File: config.mk
export PLATFORM = sky130hd
export DESIGN_NAME = cascaded_biquad_bandpass_filter_core
export DESIGN_NICKNAME = d
export VERILOG_FILES = /design/src/sv/cbbf_pkg.sv /design/src/sv/cbbf_ram.sv /design/src/sv/cbbf_ctrl.sv /design/src/sv/cbbf_datapath.sv /design/src/sv/cascaded_biquad_bandpass_filter_core.sv
export SDC_FILE = /design/constraint.sdc
export NUM_CORES = 2
export LEC_CHECK = 0
export ABC_AREA = 1
export CAP_MARGIN = 20
export CELL_PAD_IN_SITES_DETAIL_PLACEMENT = 1
export CELL_PAD_IN_SITES_GLOBAL_PLACEMENT = 1
export CORE_MARGIN = 1
export CORE_UTILIZATION = 35
export CTS_CLUSTER_DIAMETER = 30
export DETAILED_ROUTE_END_ITERATION = 8
export DONT_BUFFER_PORTS = 1
export PLACE_DENSITY_LB_ADDON = 0.25
export SYNTH_ARGS = -nofsm -noshare
export SYNTH_HDL_FRONTEND = slang
export SYNTH_SLANG_ARGS = --single-unit
File: constraint.sdc
create_clock -name clk -period 11.5 [get_ports clk]
set_clock_uncertainty 0.2 [all_clocks]
set_input_delay 2.3 -clock clk [delete_from_list [all_inputs] [get_ports clk]]
set_output_delay 2.3 -clock clk [all_outputs]
set_load 0.03 [all_outputs]
File: src/sv/cbbf_pkg.sv
// shared constants, types and arithmetic helpers for the biquad band-pass core
package cbbf_pkg;

  localparam int STAGES      = 4;
  localparam int FILTER_SETS = 4;
  localparam int COEF_BITS   = 24;
  localparam int DELAY_BITS  = 32;

  localparam int SAMPLE_BITS    = 12;
  localparam int SET_BITS       = 3;
  localparam int COEF_IN_BITS   = 24;
  localparam int WORD_FRAC      = 16;
  localparam int FRAC_SHIFT     = 20;
  // centred sample in q12.16 needs 12 + 16 bits
  localparam int IN_WORD_BITS   = SAMPLE_BITS + WORD_FRAC;
  localparam int WORD_BITS      = (DELAY_BITS > IN_WORD_BITS) ? DELAY_BITS : IN_WORD_BITS;
  localparam int PROD_BITS      = COEF_BITS + WORD_BITS;
  localparam int RND_BITS       = PROD_BITS - FRAC_SHIFT;
  localparam int SUM_BITS       = ((RND_BITS > WORD_BITS) ? RND_BITS : WORD_BITS) + 2;
  localparam int STAGE_IDX_BITS = (STAGES > 1) ? $clog2(STAGES) : 1;
  localparam int SET_IDX_BITS   = (FILTER_SETS > 1) ? $clog2(FILTER_SETS) : 1;
  localparam int KINDS_PER_STAGE = 3;
  localparam int COEF_DEPTH     = FILTER_SETS * STAGES * KINDS_PER_STAGE;
  localparam int COEF_ADDR_BITS = $clog2(COEF_DEPTH);
  localparam int RES_BITS       = (((DELAY_BITS - WORD_FRAC) > SAMPLE_BITS) ?
                                   (DELAY_BITS - WORD_FRAC) : SAMPLE_BITS) + 2;
  localparam int COEF_WIDE_BITS = 33;

  localparam logic [SET_BITS-1:0] BYPASS_SET = SET_BITS'(FILTER_SETS);

  localparam logic signed [PROD_BITS-1:0] ROUND_HALF =
    PROD_BITS'(64'sd1 <<< (FRAC_SHIFT - 1));
  localparam logic signed [SUM_BITS-1:0] WORD_MAX =
    SUM_BITS'((64'sd1 <<< (DELAY_BITS - 1)) - 64'sd1);
  localparam logic signed [SUM_BITS-1:0] WORD_MIN =
    SUM_BITS'(-(64'sd1 <<< (DELAY_BITS - 1)));
  localparam logic signed [COEF_WIDE_BITS-1:0] COEF_MAX =
    COEF_WIDE_BITS'((64'sd1 <<< (COEF_BITS - 1)) - 64'sd1);
  localparam logic signed [COEF_WIDE_BITS-1:0] COEF_MIN =
    COEF_WIDE_BITS'(-(64'sd1 <<< (COEF_BITS - 1)));
  localparam logic signed [RES_BITS-1:0] CENTER  = RES_BITS'(2048);
  localparam logic signed [RES_BITS-1:0] RES_MAX = RES_BITS'(4095);

  typedef enum logic [1:0] {
    OP_SAMPLE  = 2'd0,
    OP_COEF    = 2'd1,
    OP_ADVANCE = 2'd2
  } opcode_t;

  typedef enum logic [1:0] {
    KIND_GAIN = 2'd0,
    KIND_A1   = 2'd1,
    KIND_A2   = 2'd2,
    KIND_B1   = 2'd3
  } coef_kind_t;

  // controller to datapath
  typedef struct packed {
    logic       capture;
    logic       coef_wr;
    logic       advance;
    logic       step_gain;
    logic       step_a1;
    logic       step_a2;
    logic       step_b1;
    logic       step_sum;
    logic       load_out;
    logic       rd_en;
    logic       rd_next;
    coef_kind_t rd_kind;
  } dp_cmd_t;

  // datapath to controller
  typedef struct packed {
    logic bypass;
    logic last_stage;
  } dp_stat_t;

  function automatic logic [COEF_ADDR_BITS-1:0] coef_addr(
    input logic [SET_IDX_BITS-1:0]   set_idx,
    input logic [STAGE_IDX_BITS-1:0] stage_idx,
    input coef_kind_t                kind
  );
    return COEF_ADDR_BITS'((int'(set_idx) * STAGES + int'(stage_idx)) * KINDS_PER_STAGE
                           + int'(kind) - 1);
  endfunction

  function automatic logic signed [DELAY_BITS-1:0] sat_word(
    input logic signed [SUM_BITS-1:0] val
  );
    if (val > WORD_MAX) return DELAY_BITS'(WORD_MAX);
    if (val < WORD_MIN) return DELAY_BITS'(WORD_MIN);
    return DELAY_BITS'(val);
  endfunction

  function automatic logic signed [COEF_BITS-1:0] sat_coef(
    input logic signed [COEF_IN_BITS-1:0] val
  );
    logic signed [COEF_WIDE_BITS-1:0] wide;
    wide = COEF_WIDE_BITS'(val);
    if (wide > COEF_MAX) return COEF_BITS'(COEF_MAX);
    if (wide < COEF_MIN) return COEF_BITS'(COEF_MIN);
    return COEF_BITS'(wide);
  endfunction

endpackage

File: src/sv/cbbf_ram.sv
// generic simple dual-port ram with registered read
module cbbf_ram #(
  parameter int WIDTH = 8,
  parameter int DEPTH = 16
) (
  input  logic                                  clk,
  input  logic                                  we,
  input  logic [((DEPTH > 1) ? $clog2(DEPTH) : 1)-1:0] waddr,
  input  logic [WIDTH-1:0]                      wdata,
  input  logic                                  re,
  input  logic [((DEPTH > 1) ? $clog2(DEPTH) : 1)-1:0] raddr,
  output logic [WIDTH-1:0]                      rdata
);

  logic [WIDTH-1:0] mem [DEPTH];

  always_ff @(posedge clk) begin
    if (we) begin
      mem[waddr] <= wdata;
    end
    if (re) begin
      rdata <= mem[raddr];
    end
  end

endmodule

File: src/sv/cbbf_ctrl.sv
// sequencing state machine for the biquad band-pass core
module cbbf_ctrl import cbbf_pkg::*; (
  input  logic       clk,
  input  logic       rst,
  input  logic       in_valid,
  output logic       in_ready,
  input  logic [1:0] opcode,
  output logic       out_valid,
  input  logic       out_ready,
  input  dp_stat_t   stat,
  output dp_cmd_t    cmd
);

  typedef enum logic [6:0] {
    ST_IDLE   = 7'b0000001,
    ST_GAIN   = 7'b0000010,
    ST_MUL_A1 = 7'b0000100,
    ST_MUL_A2 = 7'b0001000,
    ST_MUL_B1 = 7'b0010000,
    ST_SUM    = 7'b0100000,
    ST_FIN    = 7'b1000000
  } state_t;

  state_t state, state_next;
  logic   accept;

  assign in_ready = (state == ST_IDLE);
  assign accept   = in_valid && in_ready;

  always_comb begin
    cmd        = '0;
    cmd.rd_kind = KIND_A1;
    state_next = state;
    unique case (state)
      ST_IDLE: begin
        if (accept) begin
          unique case (opcode_t'(opcode))
            OP_SAMPLE: begin
              cmd.capture = 1'b1;
              state_next  = stat.bypass ? ST_FIN : ST_GAIN;
            end
            OP_COEF:    cmd.coef_wr = 1'b1;
            OP_ADVANCE: cmd.advance = 1'b1;
            default: ;
          endcase
        end
      end
      ST_GAIN: begin
        cmd.step_gain = 1'b1;
        cmd.rd_en     = 1'b1;
        cmd.rd_kind   = KIND_A1;
        state_next    = ST_MUL_A1;
      end
      ST_MUL_A1: begin
        cmd.step_a1 = 1'b1;
        cmd.rd_en   = 1'b1;
        cmd.rd_kind = KIND_A2;
        state_next  = ST_MUL_A2;
      end
      ST_MUL_A2: begin
        cmd.step_a2 = 1'b1;
        cmd.rd_en   = 1'b1;
        cmd.rd_kind = KIND_B1;
        state_next  = ST_MUL_B1;
      end
      ST_MUL_B1: begin
        cmd.step_b1 = 1'b1;
        state_next  = ST_SUM;
      end
      ST_SUM: begin
        cmd.step_sum = 1'b1;
        cmd.rd_en    = !stat.last_stage;
        cmd.rd_next  = 1'b1;
        cmd.rd_kind  = KIND_A1;
        state_next   = stat.last_stage ? ST_FIN : ST_MUL_A1;
      end
      ST_FIN: begin
        if (!out_valid || out_ready) begin
          cmd.load_out = 1'b1;
          state_next   = ST_IDLE;
        end
      end
      default: state_next = ST_IDLE;
    endcase
  end

  always_ff @(posedge clk) begin
    if (rst) begin
      state     <= ST_IDLE;
      out_valid <= 1'b0;
    end else begin
      state <= state_next;
      if (cmd.load_out) begin
        out_valid <= 1'b1;
      end else if (out_ready) begin
        out_valid <= 1'b0;
      end
    end
  end

endmodule

File: src/sv/cbbf_datapath.sv
// coefficient store, delay line, shared multiplier and accumulator
module cbbf_datapath import cbbf_pkg::*; (
  input  logic                           clk,
  input  logic                           rst,
  input  dp_cmd_t                        cmd,
  output dp_stat_t                       stat,
  input  logic [SAMPLE_BITS-1:0]         sample,
  input  logic [1:0]                     coef_set,
  input  logic [3:0]                     coef_stage,
  input  logic [1:0]                     coef_kind,
  input  logic signed [COEF_IN_BITS-1:0] coef_value,
  output logic [SAMPLE_BITS-1:0]         filtered,
  output logic [SET_BITS-1:0]            active_set
);

  logic [SET_BITS-1:0]          set_select;
  logic [SAMPLE_BITS-1:0]       sample_q;
  logic                         bypass_q;
  logic [STAGE_IDX_BITS-1:0]    stage_q;
  logic signed [SUM_BITS-1:0]   acc;
  logic signed [RND_BITS-1:0]   p;
  logic signed [DELAY_BITS-1:0] v;
  logic signed [DELAY_BITS-1:0] d0_arr [STAGES];
  logic signed [DELAY_BITS-1:0] d1_arr [STAGES];
  logic signed [COEF_BITS-1:0]  gains [FILTER_SETS];
  logic                         coef_valid [COEF_DEPTH];
  logic                         valid_q;

  logic                         wr_ok, gain_we, ram_we;
  coef_kind_t                   wr_kind;
  logic [COEF_ADDR_BITS-1:0]    waddr, raddr;
  logic [STAGE_IDX_BITS-1:0]    rd_stage;
  logic signed [COEF_BITS-1:0]  coef_wdata;
  logic [COEF_BITS-1:0]         ram_rdata;
  logic signed [COEF_BITS-1:0]  coef_eff;
  logic signed [COEF_BITS-1:0]  mul_c;
  logic signed [WORD_BITS-1:0]  mul_w, x_word;
  logic signed [DELAY_BITS-1:0] d0, d1;
  logic signed [PROD_BITS-1:0]  prod, prod_rnd;
  logic signed [RND_BITS-1:0]   rnd;
  logic signed [SUM_BITS-1:0]   v_sum, y_sum;
  logic signed [DELAY_BITS-1:0] y_word;
  logic signed [DELAY_BITS-WORD_FRAC-1:0] y_int;
  logic signed [RES_BITS-1:0]   res;
  logic [SAMPLE_BITS-1:0]       res_clamped;

  assign stat.bypass     = (set_select >= BYPASS_SET);
  assign stat.last_stage = (stage_q == STAGE_IDX_BITS'(STAGES - 1));

  // coefficient write decode
  assign wr_kind    = coef_kind_t'(coef_kind);
  assign wr_ok      = cmd.coef_wr && (int'(coef_set) < FILTER_SETS);
  assign gain_we    = wr_ok && (wr_kind == KIND_GAIN);
  assign ram_we     = wr_ok && (wr_kind != KIND_GAIN) && (int'(coef_stage) < STAGES);
  assign coef_wdata = sat_coef(coef_value);
  assign waddr      = coef_addr(SET_IDX_BITS'(coef_set), STAGE_IDX_BITS'(coef_stage),
                                wr_kind);

  assign rd_stage = cmd.rd_next ? (stage_q + STAGE_IDX_BITS'(1)) : stage_q;
  assign raddr    = coef_addr(SET_IDX_BITS'(set_select), rd_stage, cmd.rd_kind);

  cbbf_ram #(
    .WIDTH (COEF_BITS),
    .DEPTH (COEF_DEPTH)
  ) u_coef_ram (
    .clk   (clk),
    .we    (ram_we),
    .waddr (waddr),
    .wdata (coef_wdata),
    .re    (cmd.rd_en),
    .raddr (raddr),
    .rdata (ram_rdata)
  );

  // never-written entries read as zero
  assign coef_eff = valid_q ? signed'(ram_rdata) : '0;

  // shared multiplier, rounded to 16 fraction bits
  assign x_word   = WORD_BITS'($signed({~sample_q[SAMPLE_BITS-1],
                                        sample_q[SAMPLE_BITS-2:0],
                                        {WORD_FRAC{1'b0}}}));
  assign d0       = d0_arr[stage_q];
  assign d1       = d1_arr[stage_q];
  assign mul_c    = cmd.step_gain ? gains[SET_IDX_BITS'(set_select)] : coef_eff;
  assign mul_w    = cmd.step_gain ? x_word :
                    (cmd.step_a2 ? WORD_BITS'(d1) : WORD_BITS'(d0));
  assign prod     = mul_c * mul_w;
  assign prod_rnd = prod + ROUND_HALF;
  assign rnd      = prod_rnd[PROD_BITS-1:FRAC_SHIFT];

  assign v_sum = acc - SUM_BITS'(p);
  assign y_sum = SUM_BITS'(v) + SUM_BITS'(p) + SUM_BITS'(d1);

  // output scaling and clamp
  assign y_word = acc[DELAY_BITS-1:0];
  assign y_int  = y_word[DELAY_BITS-1:WORD_FRAC];
  assign res    = RES_BITS'(y_int) + CENTER;

  always_comb begin
    if (res[RES_BITS-1]) begin
      res_clamped = '0;
    end else if (res > RES_MAX) begin
      res_clamped = '1;
    end else begin
      res_clamped = res[SAMPLE_BITS-1:0];
    end
  end

  always_ff @(posedge clk) begin
    if (rst) begin
      set_select <= '0;
      stage_q    <= '0;
      for (int i = 0; i < STAGES; i++) begin
        d0_arr[i] <= '0;
        d1_arr[i] <= '0;
      end
      for (int i = 0; i < FILTER_SETS; i++) begin
        gains[i] <= '0;
      end
      for (int i = 0; i < COEF_DEPTH; i++) begin
        coef_valid[i] <= 1'b0;
      end
    end else begin
      if (cmd.advance) begin
        set_select <= stat.bypass ? '0 : set_select + SET_BITS'(1);
        for (int i = 0; i < STAGES; i++) begin
          d0_arr[i] <= '0;
          d1_arr[i] <= '0;
        end
      end
      if (cmd.capture) begin
        stage_q <= '0;
      end else if (cmd.step_sum) begin
        stage_q          <= stage_q + STAGE_IDX_BITS'(1);
        d1_arr[stage_q]  <= d0;
        d0_arr[stage_q]  <= v;
      end
      if (gain_we) begin
        gains[SET_IDX_BITS'(coef_set)] <= coef_wdata;
      end
      if (ram_we) begin
        coef_valid[waddr] <= 1'b1;
      end
    end
  end

  always_ff @(posedge clk) begin
    if (cmd.capture) begin
      sample_q <= sample;
      bypass_q <= stat.bypass;
    end
    if (cmd.rd_en) begin
      valid_q <= coef_valid[raddr];
    end
    if (cmd.step_gain) begin
      acc <= SUM_BITS'(rnd);
    end else if (cmd.step_a2) begin
      acc <= v_sum;
    end else if (cmd.step_sum) begin
      acc <= SUM_BITS'(sat_word(y_sum));
    end
    if (cmd.step_a1 || cmd.step_a2 || cmd.step_b1) begin
      p <= rnd;
    end
    if (cmd.step_b1) begin
      v <= sat_word(v_sum);
    end
    if (cmd.load_out) begin
      filtered   <= bypass_q ? sample_q : res_clamped;
      active_set <= set_select;
    end
  end

endmodule

File: src/sv/cascaded_biquad_bandpass_filter_core.sv
// top level of the cascaded biquad band-pass filter core
//
//  channel | signals                                       | transaction
//  --------+-----------------------------------------------+--------------------------
//  in      | in_valid, in_ready, opcode, sample, coef_set, | sample, coefficient write
//          | coef_stage, coef_kind, coef_value             | or filter set advance
//  out     | out_valid, out_ready, filtered, active_set    | one per sample transaction
//
// a filtered sample runs from acceptance to out_valid through one gain multiply,
// then four steps per stage through the single shared multiplier and the
// registered coefficient ram read, and then the final output step
// bypass samples go from acceptance straight to the final output step
// coefficient writes, set advances and unused opcodes complete in the accept cycle
// reset is synchronous; coefficient ram entries read as zero until written
// a stalled output holds the core in its final step with in_ready low
module cascaded_biquad_bandpass_filter_core import cbbf_pkg::*; (
  input  logic                           clk,
  input  logic                           rst,
  input  logic                           in_valid,
  output logic                           in_ready,
  input  logic [1:0]                     opcode,
  input  logic [SAMPLE_BITS-1:0]         sample,
  input  logic [1:0]                     coef_set,
  input  logic [3:0]                     coef_stage,
  input  logic [1:0]                     coef_kind,
  input  logic signed [COEF_IN_BITS-1:0] coef_value,
  output logic                           out_valid,
  input  logic                           out_ready,
  output logic [SAMPLE_BITS-1:0]         filtered,
  output logic [SET_BITS-1:0]            active_set
);

  // command and status between sequencer and datapath
  dp_cmd_t  cmd;
  dp_stat_t stat;

  // sequencer: handshakes, step order and output valid
  cbbf_ctrl u_ctrl (
    .clk       (clk),
    .rst       (rst),
    .in_valid  (in_valid),
    .in_ready  (in_ready),
    .opcode    (opcode),
    .out_valid (out_valid),
    .out_ready (out_ready),
    .stat      (stat),
    .cmd       (cmd)
  );

  // datapath: coefficient store, delays, multiplier, output register
  cbbf_datapath u_datapath (
    .clk        (clk),
    .rst        (rst),
    .cmd        (cmd),
    .stat       (stat),
    .sample     (sample),
    .coef_set   (coef_set),
    .coef_stage (coef_stage),
    .coef_kind  (coef_kind),
    .coef_value (coef_value),
    .filtered   (filtered),
    .active_set (active_set)
  );

endmodule

# After elaboration in Yosys (flattened, before gate mapping)
# Memory sizes are Yosys's and may differ from the RTL's. A register that Yosys moved wholly into a read port is not among the register bits.
# Cells that the tools add are included.
dict set report op_classes {
  bitwise 9
  n_mux 103
  n_reduce_logical 21
  eq_ne 13
  add_sub_neg 13
  order_cmp 9
  mul 3
}
# op n
set ops {}
lappend ops {{$mux W32} 20}
lappend ops {{$mux W24} 7}
lappend ops {{$mux W38} 3}
lappend ops {{$gt A38 B32 Y1 const B} 2}
lappend ops {{$lt A38 B32 Y1 const B} 2}
lappend ops {{$mul A32 B3 Y6 const B} 2}
lappend ops {{$reduce_or A32 Y1} 2}
lappend ops {{$add A56 B21 Y56 const B} 1}
lappend ops {{$mul A24 B32 Y56} 1}
lappend ops {{$mux W1} 50}
lappend ops {{$pmux W7 S7} 1}
lappend ops {{$add A37 B32 Y38} 1}
lappend ops {{$sub A38 B36 Y38} 1}
lappend ops {{$add A32 B36 Y37} 1}
lappend ops {{$mux W12} 3}
lappend ops {{$mux W7} 5}
lappend ops {{$gt A24 B24 Y1 const B} 1}
lappend ops {{$lt A24 B24 Y1 const B} 1}
lappend ops {{$reduce_or A24 Y1} 1}
lappend ops {{$gt A18 B13 Y1 const B} 1}
lappend ops {{$add A16 B13 Y17 const B} 1}
lappend ops {{$mux W2} 8}
lappend ops {{$add A6 B3 Y6} 2}
lappend ops {{$sub A6 B2 Y6 const B} 2}
lappend ops {{other kinds (32)} 52}
dict set report word_totals {
  wordCells 187
  ramBits 1552
  in_bits 50
  regBits 147
  mem_count 5
}
# memory depth width read_ports rd_clocked_by_memory_dff write_ports line
set mem_list {}
lappend mem_list {u_datapath.u_coef_ram.mem 48 24 1 1 1 cbbf_ram.sv:15} ;# logic [WIDTH-1:0] mem [DEPTH];
lappend mem_list {u_datapath.d0_arr 4 32 1 1 4 cbbf_datapath.sv:23} ;# logic signed [DELAY_BITS-1:0] d0_arr [STAGES];
lappend mem_list {u_datapath.d1_arr 4 32 1 1 4 cbbf_datapath.sv:24} ;# logic signed [DELAY_BITS-1:0] d1_arr [STAGES];
lappend mem_list {u_datapath.gains 4 24 1 1 4 cbbf_datapath.sv:25} ;# logic signed [COEF_BITS-1:0] gains [FILTER_SETS];
lappend mem_list {u_datapath.coef_valid 48 1 1 1 48 cbbf_datapath.sv:26} ;# logic coef_valid [COEF_DEPTH];

# Longest topological paths before layout
dict set report depth {
  depth_word 16
  depth_mapped 40
}

# Modules after synthesis
# A second synthesis with hierarchy kept.
dict set report hier_totals {
  cells_unflattened 10635
  hier_area_um2 105675.1
}
# mod n_inst area_per_inst_um2 cells_per_inst
set modules_own_cells {}
lappend modules_own_cells {cbbf_datapath 1 57844.2 6735}
lappend modules_own_cells {cbbf_ram 1 47310.4 3819}
lappend modules_own_cells {cbbf_ctrl 1 520.5 81}

# Worst setup path after synthesis
# No wires, ideal clock.
dict set report synth_timing {
  path_kind {register to register}
  start {register u_datapath.stage_q[0] (netlist name)}
  end {register u_datapath.acc[34] (data pin)}
  setup_time_ns 0.259
  stages_incl_launch_ff 32
  required_ns 11.041
  t_arrival_ns 7.530
  period_less_slack_ns 7.988
  setup_slack_ns 3.512
  cell_sequence {dfxtp_1 buf_4 buf_4 buf_2 a21oi_1 a32o_1 nand2_1 and3_1 inv_1 clkbuf_1 nor2_1 fa_1 fa_1 inv_1 fa_1 inv_1 fa_1 inv_1 fa_1 fa_1 inv_1 fa_1 ha_1 a21oi_1 nor3_1 a211oi_1 o221ai_1 a21oi_1 nand2_1 xor2_1 nand2_1 nand3_1}
}
# element line
set synth_lines {}
lappend synth_lines {{to (signal assigned)} cbbf_datapath.sv:156} ;# acc <= SUM_BITS'(rnd);
lappend synth_lines {{to (signal assigned)} cbbf_datapath.sv:158} ;# acc <= v_sum;
lappend synth_lines {{to (signal assigned)} cbbf_datapath.sv:160} ;# acc <= SUM_BITS'(sat_word(y_sum));
lappend synth_lines {{to (decl)} cbbf_datapath.sv:20} ;# logic signed [SUM_BITS-1:0] acc;

# Worst setup path in the final report
dict set report layout_timing {
  start {register u_ctrl.state[6]}
  end {register u_datapath.p[32] (data pin)}
}
dict set report layout_via {
  elab_chain_len 6
}
# element line
set layout_rtl {}
lappend layout_rtl {{from (decl)} cbbf_ctrl.sv:24} ;# state_t state, state_next;
lappend layout_rtl {{from (signal assigned)} cbbf_ctrl.sv:92} ;# state <= state_next;
lappend layout_rtl {{$eq A7 B4 Y1} cbbf_ctrl.sv:34} ;# unique case (state)
lappend layout_rtl {{$mux W1} cbbf_ctrl.sv:34}
lappend layout_rtl {{$mux W32} cbbf_datapath.sv:86} ;# (cmd.step_a2 ? WORD_BITS'(d1) : WORD_BITS'(d0));
lappend layout_rtl {{$mux W32} cbbf_datapath.sv:85} ;# assign mul_w = cmd.step_gain ? x_word :
lappend layout_rtl {{$mul A24 B32 Y56 *} cbbf_datapath.sv:87} ;# assign prod = mul_c * mul_w;
lappend layout_rtl {{$add A56 B21 Y56 *} cbbf_datapath.sv:88} ;# assign prod_rnd = prod + ROUND_HALF;
lappend layout_rtl {{net u_datapath.prod_rnd[52]} cbbf_datapath.sv:39} ;# logic signed [PROD_BITS-1:0] prod, prod_rnd;
lappend layout_rtl {{to (signal assigned)} cbbf_datapath.sv:163} ;# p <= rnd;
lappend layout_rtl {{to (decl)} cbbf_datapath.sv:21} ;# logic signed [RND_BITS-1:0] p;
# Mark *: on every way through the listed nets, which the timed path passes. The rest lies on a longest branch.
# A chain may end at the register's enable or synchronous reset.

==> results by stage <==
Floorplanning:
- For this configuration, the core starts out at a cell density of 35.2%.
- The number of placed I/O pins is 67.
- The total area inside the core boundary comes to 297000 um2.
- The die width is 548 um.
- The overall die height is 548 um.
- The floorplan has 200 rows.
- The floorplan step defined a die boundary enclosing 301000 um2.

Drt:
- The wire length after detailed routing is 389000 um.
- The wire length on met2 is 191000 um.
- For this run, design rule violations remaining after detail routing come to 0.
- The routed via count divided by cell count is 5.32.
- The count of routing violations after the opening detailed-route iteration is 5978.
- The average routed wire per standard cell is 26.5 um.
- The iteration count of the initial detailed-routing pass is 6.
- Detailed routing inserted a total of 78207 vias.
- The highest routing layer actually used is met5.
- The number of nets with antenna violations after detailed routing is 0.
- The detailed router put a total of 159000 um of wire on met1.
- Wire segments on met3 add up to 18500 um in the final route.

Clock tree:
- In this run the deepest clock path goes through 4 buffers.
- The CTS tree is built.
- The number of clock buffers added by TritonCTS is 374.
- The number of buffers inserted by hold repair at cts is 0.
- After clock tree synthesis, the repair step resized 0 gates.
- The total number of H-tree levels is 5.
- Clock tree synthesis selected as its root buffer the cell sky130_fd_sc_hd__clkbuf_16.
- In this run the post-CTS setup repair buffer count came out at 0.
- After clock tree synthesis, the clock-pin slew on the worst setup and hold paths is 0.04 ns.
- Counting every sink on the clock net gives 1742.
- The later pin in the worst-skew pair is clocked with a latency of 0.95 ns.

Hold path:
- The hold-critical path depth is 2.
- The path class of the tightest hold or removal check is flop to flop.
- The startpoint identified for the worst hold timing path is u_datapath.coef_valid[56].
- The sink of the worst hold path is u_datapath.coef_valid[56].

Timing:
- The setup TNS is 0 ns.
- Hold timing on the final database bottoms out at a slack of 0.229 ns.
- For the pin with the worst max-slew slack, the measured transition is 1.19 ns.
- Static timing analysis puts the maximum clock frequency at 92.1 MHz.
- The total of endpoints with negative setup slack in the final report is 0.
- The final critical delay including setup and external delays is 10.86 ns.
- The hold violation count in the final report is 0.
- The number of pins with negative max-slew slack in the final report came to 0.
- Setup repair after global routing left no endpoint under its margin.
- The fraction of the cycle the final worst path needs is 94.4%.
- The worst slew margin relative to its limit is 20.1%.

Layout:
- The number of nets in the finished design is 11552.
- The fill cell total of the finished layout is 32827.
- Of the cells placed in the final design, the portion with a size suffix greater than 1 is 8.41%.
- The final core utilization is 41.1%.
- The area growth from synthesis to layout is 16.8%.

GRT:
- The first global-routing pass estimated 568000 um of wire.
- The largest net degree at the start of global routing is 202.
- The global-route usage over all layers is 25.6%.
- The number of antenna violations at the first check in global routing is 7.
- The number of global-route vias before repair is 84277.
- The total congestion overflow is 0.

Critical path:
- At the worst endpoint, the arrival time is 11.29 ns.
- The maximum fanout along the worst path is 70.
- In this run the critical register-to-register path is captured at u_datapath.p[32].
- The required time of the critical path is 11.93 ns.
- STA classifies the critical path startpoint as a flop.
- The maximum single-stage delay on the critical path is 0.83 ns.
- The class of the most critical setup path is flop to flop.
- The slowest cell on the critical path is sky130_fd_sc_hd__fa_1.
- The cell repeated most along the worst path is sky130_fd_sc_hd__fa_1.
- The startpoint identified for the worst register-to-register timing path is u_ctrl.state[6].
- The type of destination of the critical path is a flop.
- The worst register-to-register path has a depth of 28.
- In this run the register-to-register setup slack is 0.64 ns.

Yosys:
- The netlist area before placement is 104000 um2.
- The synthesized area divided by synthesized cell count is 10.0 um2.
- In this run, synthesis produced a sequential element count of 1742.
- The number of different library cells in the post-synthesis netlist is 57.
- The number of nets produced by synthesis is 11523.
- The share of flip-flops with an asynchronous set or reset is 0%.
- The synthesized design contains 1663 enable-type register cells.
- The primary flip-flop cell chosen by synthesis mapping is sky130_fd_sc_hd__edfxtp_1.
- After synthesis, flip-flops and latches occupy 49.3% of the total area.
- The instance count of the mapped netlist is 10407.
- During synthesis, Yosys emitted a total of 0 warnings.

Power and ir drop:
- The worst-case vdd ir drop is 0.172 mV.
- The power density over cell area is 194 nW/um2.
- The leakage power is 48.7 nW.

Run status:
- The flow ran to the end, and the final reports show no timing, DRC or antenna violations.

Placement:
- Once detailed placement completed, the half-perimeter wirelength came to 262000 um.
- The port buffer count is 0.
- The last weighted congestion value of the routability-driven placer is 0.936.

Run:
- The total of max-cap violations is 0.
-- critical path: cells and delay by family, from the launching register on --
family / cells / cell delay (ns)
AOI/OAI and AO/OA: 1 / 0.37
DFF: 1 / 0.34
adders and majority gates: 8 / 4.75
buffers and inverters: 6 / 1.73
and+or+nand+nor: 13 / 3.08
-- synthesized netlist by cell type (all sizes together), types with 46 or more instances --
library cell / number / area, um2
clkbuf: 355 / 1330
buf: 188 / 1060
edfxtp: 1663 / 49900
ha: 237 / 2970
a21oi: 367 / 1840
nand3: 581 / 2910
o21ai: 765 / 3830
a32o: 57 / 571
fa: 829 / 16600
xor2: 80 / 727
nand2: 1510 / 5690
nor3: 46 / 230
o221ai: 99 / 867
nor2: 1953 / 7350
inv: 1322 / 4960
dfxtp: 79 / 1580
-- metrics by stage --
stage | cells | instance area [um2] | worst slack [ns] | total power, mW
floorplan | 10407 | 104000 | 3.51 | 10.5
global placement | 13994 | 109000 | 0.572 | 12.8
detailed placement | 13997 | 109000 | 0.726 | 12.8
CTS | 14684 | 122000 | 0.701 | 23.8
global route | 14687 | 122000 | 0.255 | 24.5
finish | 14694 | 122000 | 0.643 | 23.6
-- routing by layer --
| metal | track usage [%] | vias to the layer above |
|---|---|---|
| met3 | 2.96 | 693 |
| li1 | - | 34362 |
| met4 | 11.8 | 2 |
| met5 | 0 | - |
| met2 | 44.0 | 2288 |
| met1 | 32.2 | 40862 |
-- registers in the layout, summed over array words and instances (netlist names), named ones only --
register / cells
u_datapath.active_set: 3
u_ctrl.state: 7
u_datapath.filtered: 12
u_datapath.p: 36
u_datapath.gains: 96
u_datapath.d0_arr: 128
u_datapath.sample_q: 12
u_datapath.set_select: 3
u_datapath.acc: 38
u_datapath.stage_q: 2
u_datapath.u_coef_ram.rdata: 24
u_datapath.d1_arr: 128
u_datapath.v: 32
u_datapath.bypass_q: 1
u_ctrl.out_valid: 1
u_datapath.coef_valid: 64
u_datapath.u_coef_ram.mem: 1152
u_datapath.valid_q: 1
-- kinds of logic after synthesis --
kind of cell    count (synthesis)  synth area share (%)
xor+xnor                      109                 0.947
compound gates               1440                  7.88
flops                        1742                  49.3
simple gates                 4169                  16.0
fa+ha+maj                    1066                  18.7
buf+inv                      1881                  7.10
-- final cells by class --
| class | count | area [um2] | share of cell area (%) |
|---|---|---|---|
| Clock inverter | 249 | 3130 | 2.57 |
| Inverter | 1338 | 5060 | 4.15 |
| Sequential cell | 1742 | 51500 | 42.3 |
| Clock buffer | 438 | 9730 | 7.98 |
| Tap cell | 3939 | 4930 | 4.04 |
| Timing Repair Buffer | 196 | 1630 | 1.34 |
| Multi-Input combinational cell | 6784 | 45900 | 37.6 |
| Antenna cell | 8 | 20.0 | 0.0164 |
-- placed cells by master (no fill, tap or decap), types with 18 or more instances in the layout --
| cell | instances |
|---|---|
| sky130_fd_sc_hd__xor2_1 | 78 |
| sky130_fd_sc_hd__clkinv_1 | 67 |
| sky130_fd_sc_hd__clkinvlp_4 | 46 |
| sky130_fd_sc_hd__nor2_1 | 1901 |
| sky130_fd_sc_hd__nand3_1 | 580 |
| sky130_fd_sc_hd__ha_1 | 237 |
| sky130_fd_sc_hd__nand2_1 | 1492 |
| sky130_fd_sc_hd__inv_1 | 1304 |
| sky130_fd_sc_hd__clkinv_2 | 46 |
| sky130_fd_sc_hd__buf_4 | 182 |
| sky130_fd_sc_hd__o21ai_0 | 593 |
| sky130_fd_sc_hd__clkbuf_16 | 377 |
| sky130_fd_sc_hd__nor3_1 | 44 |
| sky130_fd_sc_hd__o221ai_1 | 99 |
| sky130_fd_sc_hd__xnor2_1 | 26 |
| sky130_fd_sc_hd__a22oi_1 | 26 |
| sky130_fd_sc_hd__dfxtp_1 | 78 |
| sky130_fd_sc_hd__fa_1 | 828 |
| sky130_fd_sc_hd__edfxtp_1 | 1663 |
| sky130_fd_sc_hd__bufinv_16 | 58 |
| sky130_fd_sc_hd__o21a_1 | 18 |
| sky130_fd_sc_hd__a32o_1 | 57 |
| sky130_fd_sc_hd__o21bai_1 | 22 |
| sky130_fd_sc_hd__o21ai_1 | 170 |
| sky130_fd_sc_hd__clkinv_4 | 18 |
| sky130_fd_sc_hd__nand4_1 | 21 |
| sky130_fd_sc_hd__nor2_2 | 41 |
| sky130_fd_sc_hd__clkbuf_1 | 54 |
| sky130_fd_sc_hd__a21oi_1 | 367 |
-- power breakdown --
part	leakage, nW	switching, mW	total [mW]	internal, mW
combinational	26.4	3.85	5.47	1.62
sequential	16.1	0.0215	7.20	7.18
clock	6.14	3.63	11.0	7.34
-- how the worst max path moves through the flow --
stage | startpoint | slack [ns] | to
after floorplan | u_datapath.stage_q[0] | 3.51 | u_datapath.acc[34]
after global placement | flop | 0.57 | u_datapath.acc[32]
after detailed placement | u_ctrl.state[6] | 0.73 | u_datapath.acc[36]
after CTS | u_ctrl.state[6] | 0.70 | u_datapath.acc[36]
after global routing | u_datapath.stage_q[0] | 0.25 | u_datapath.acc[35]
final | u_ctrl.state[6] | 0.64 | u_datapath.p[32]
Power figures use the tool's default switching activity.
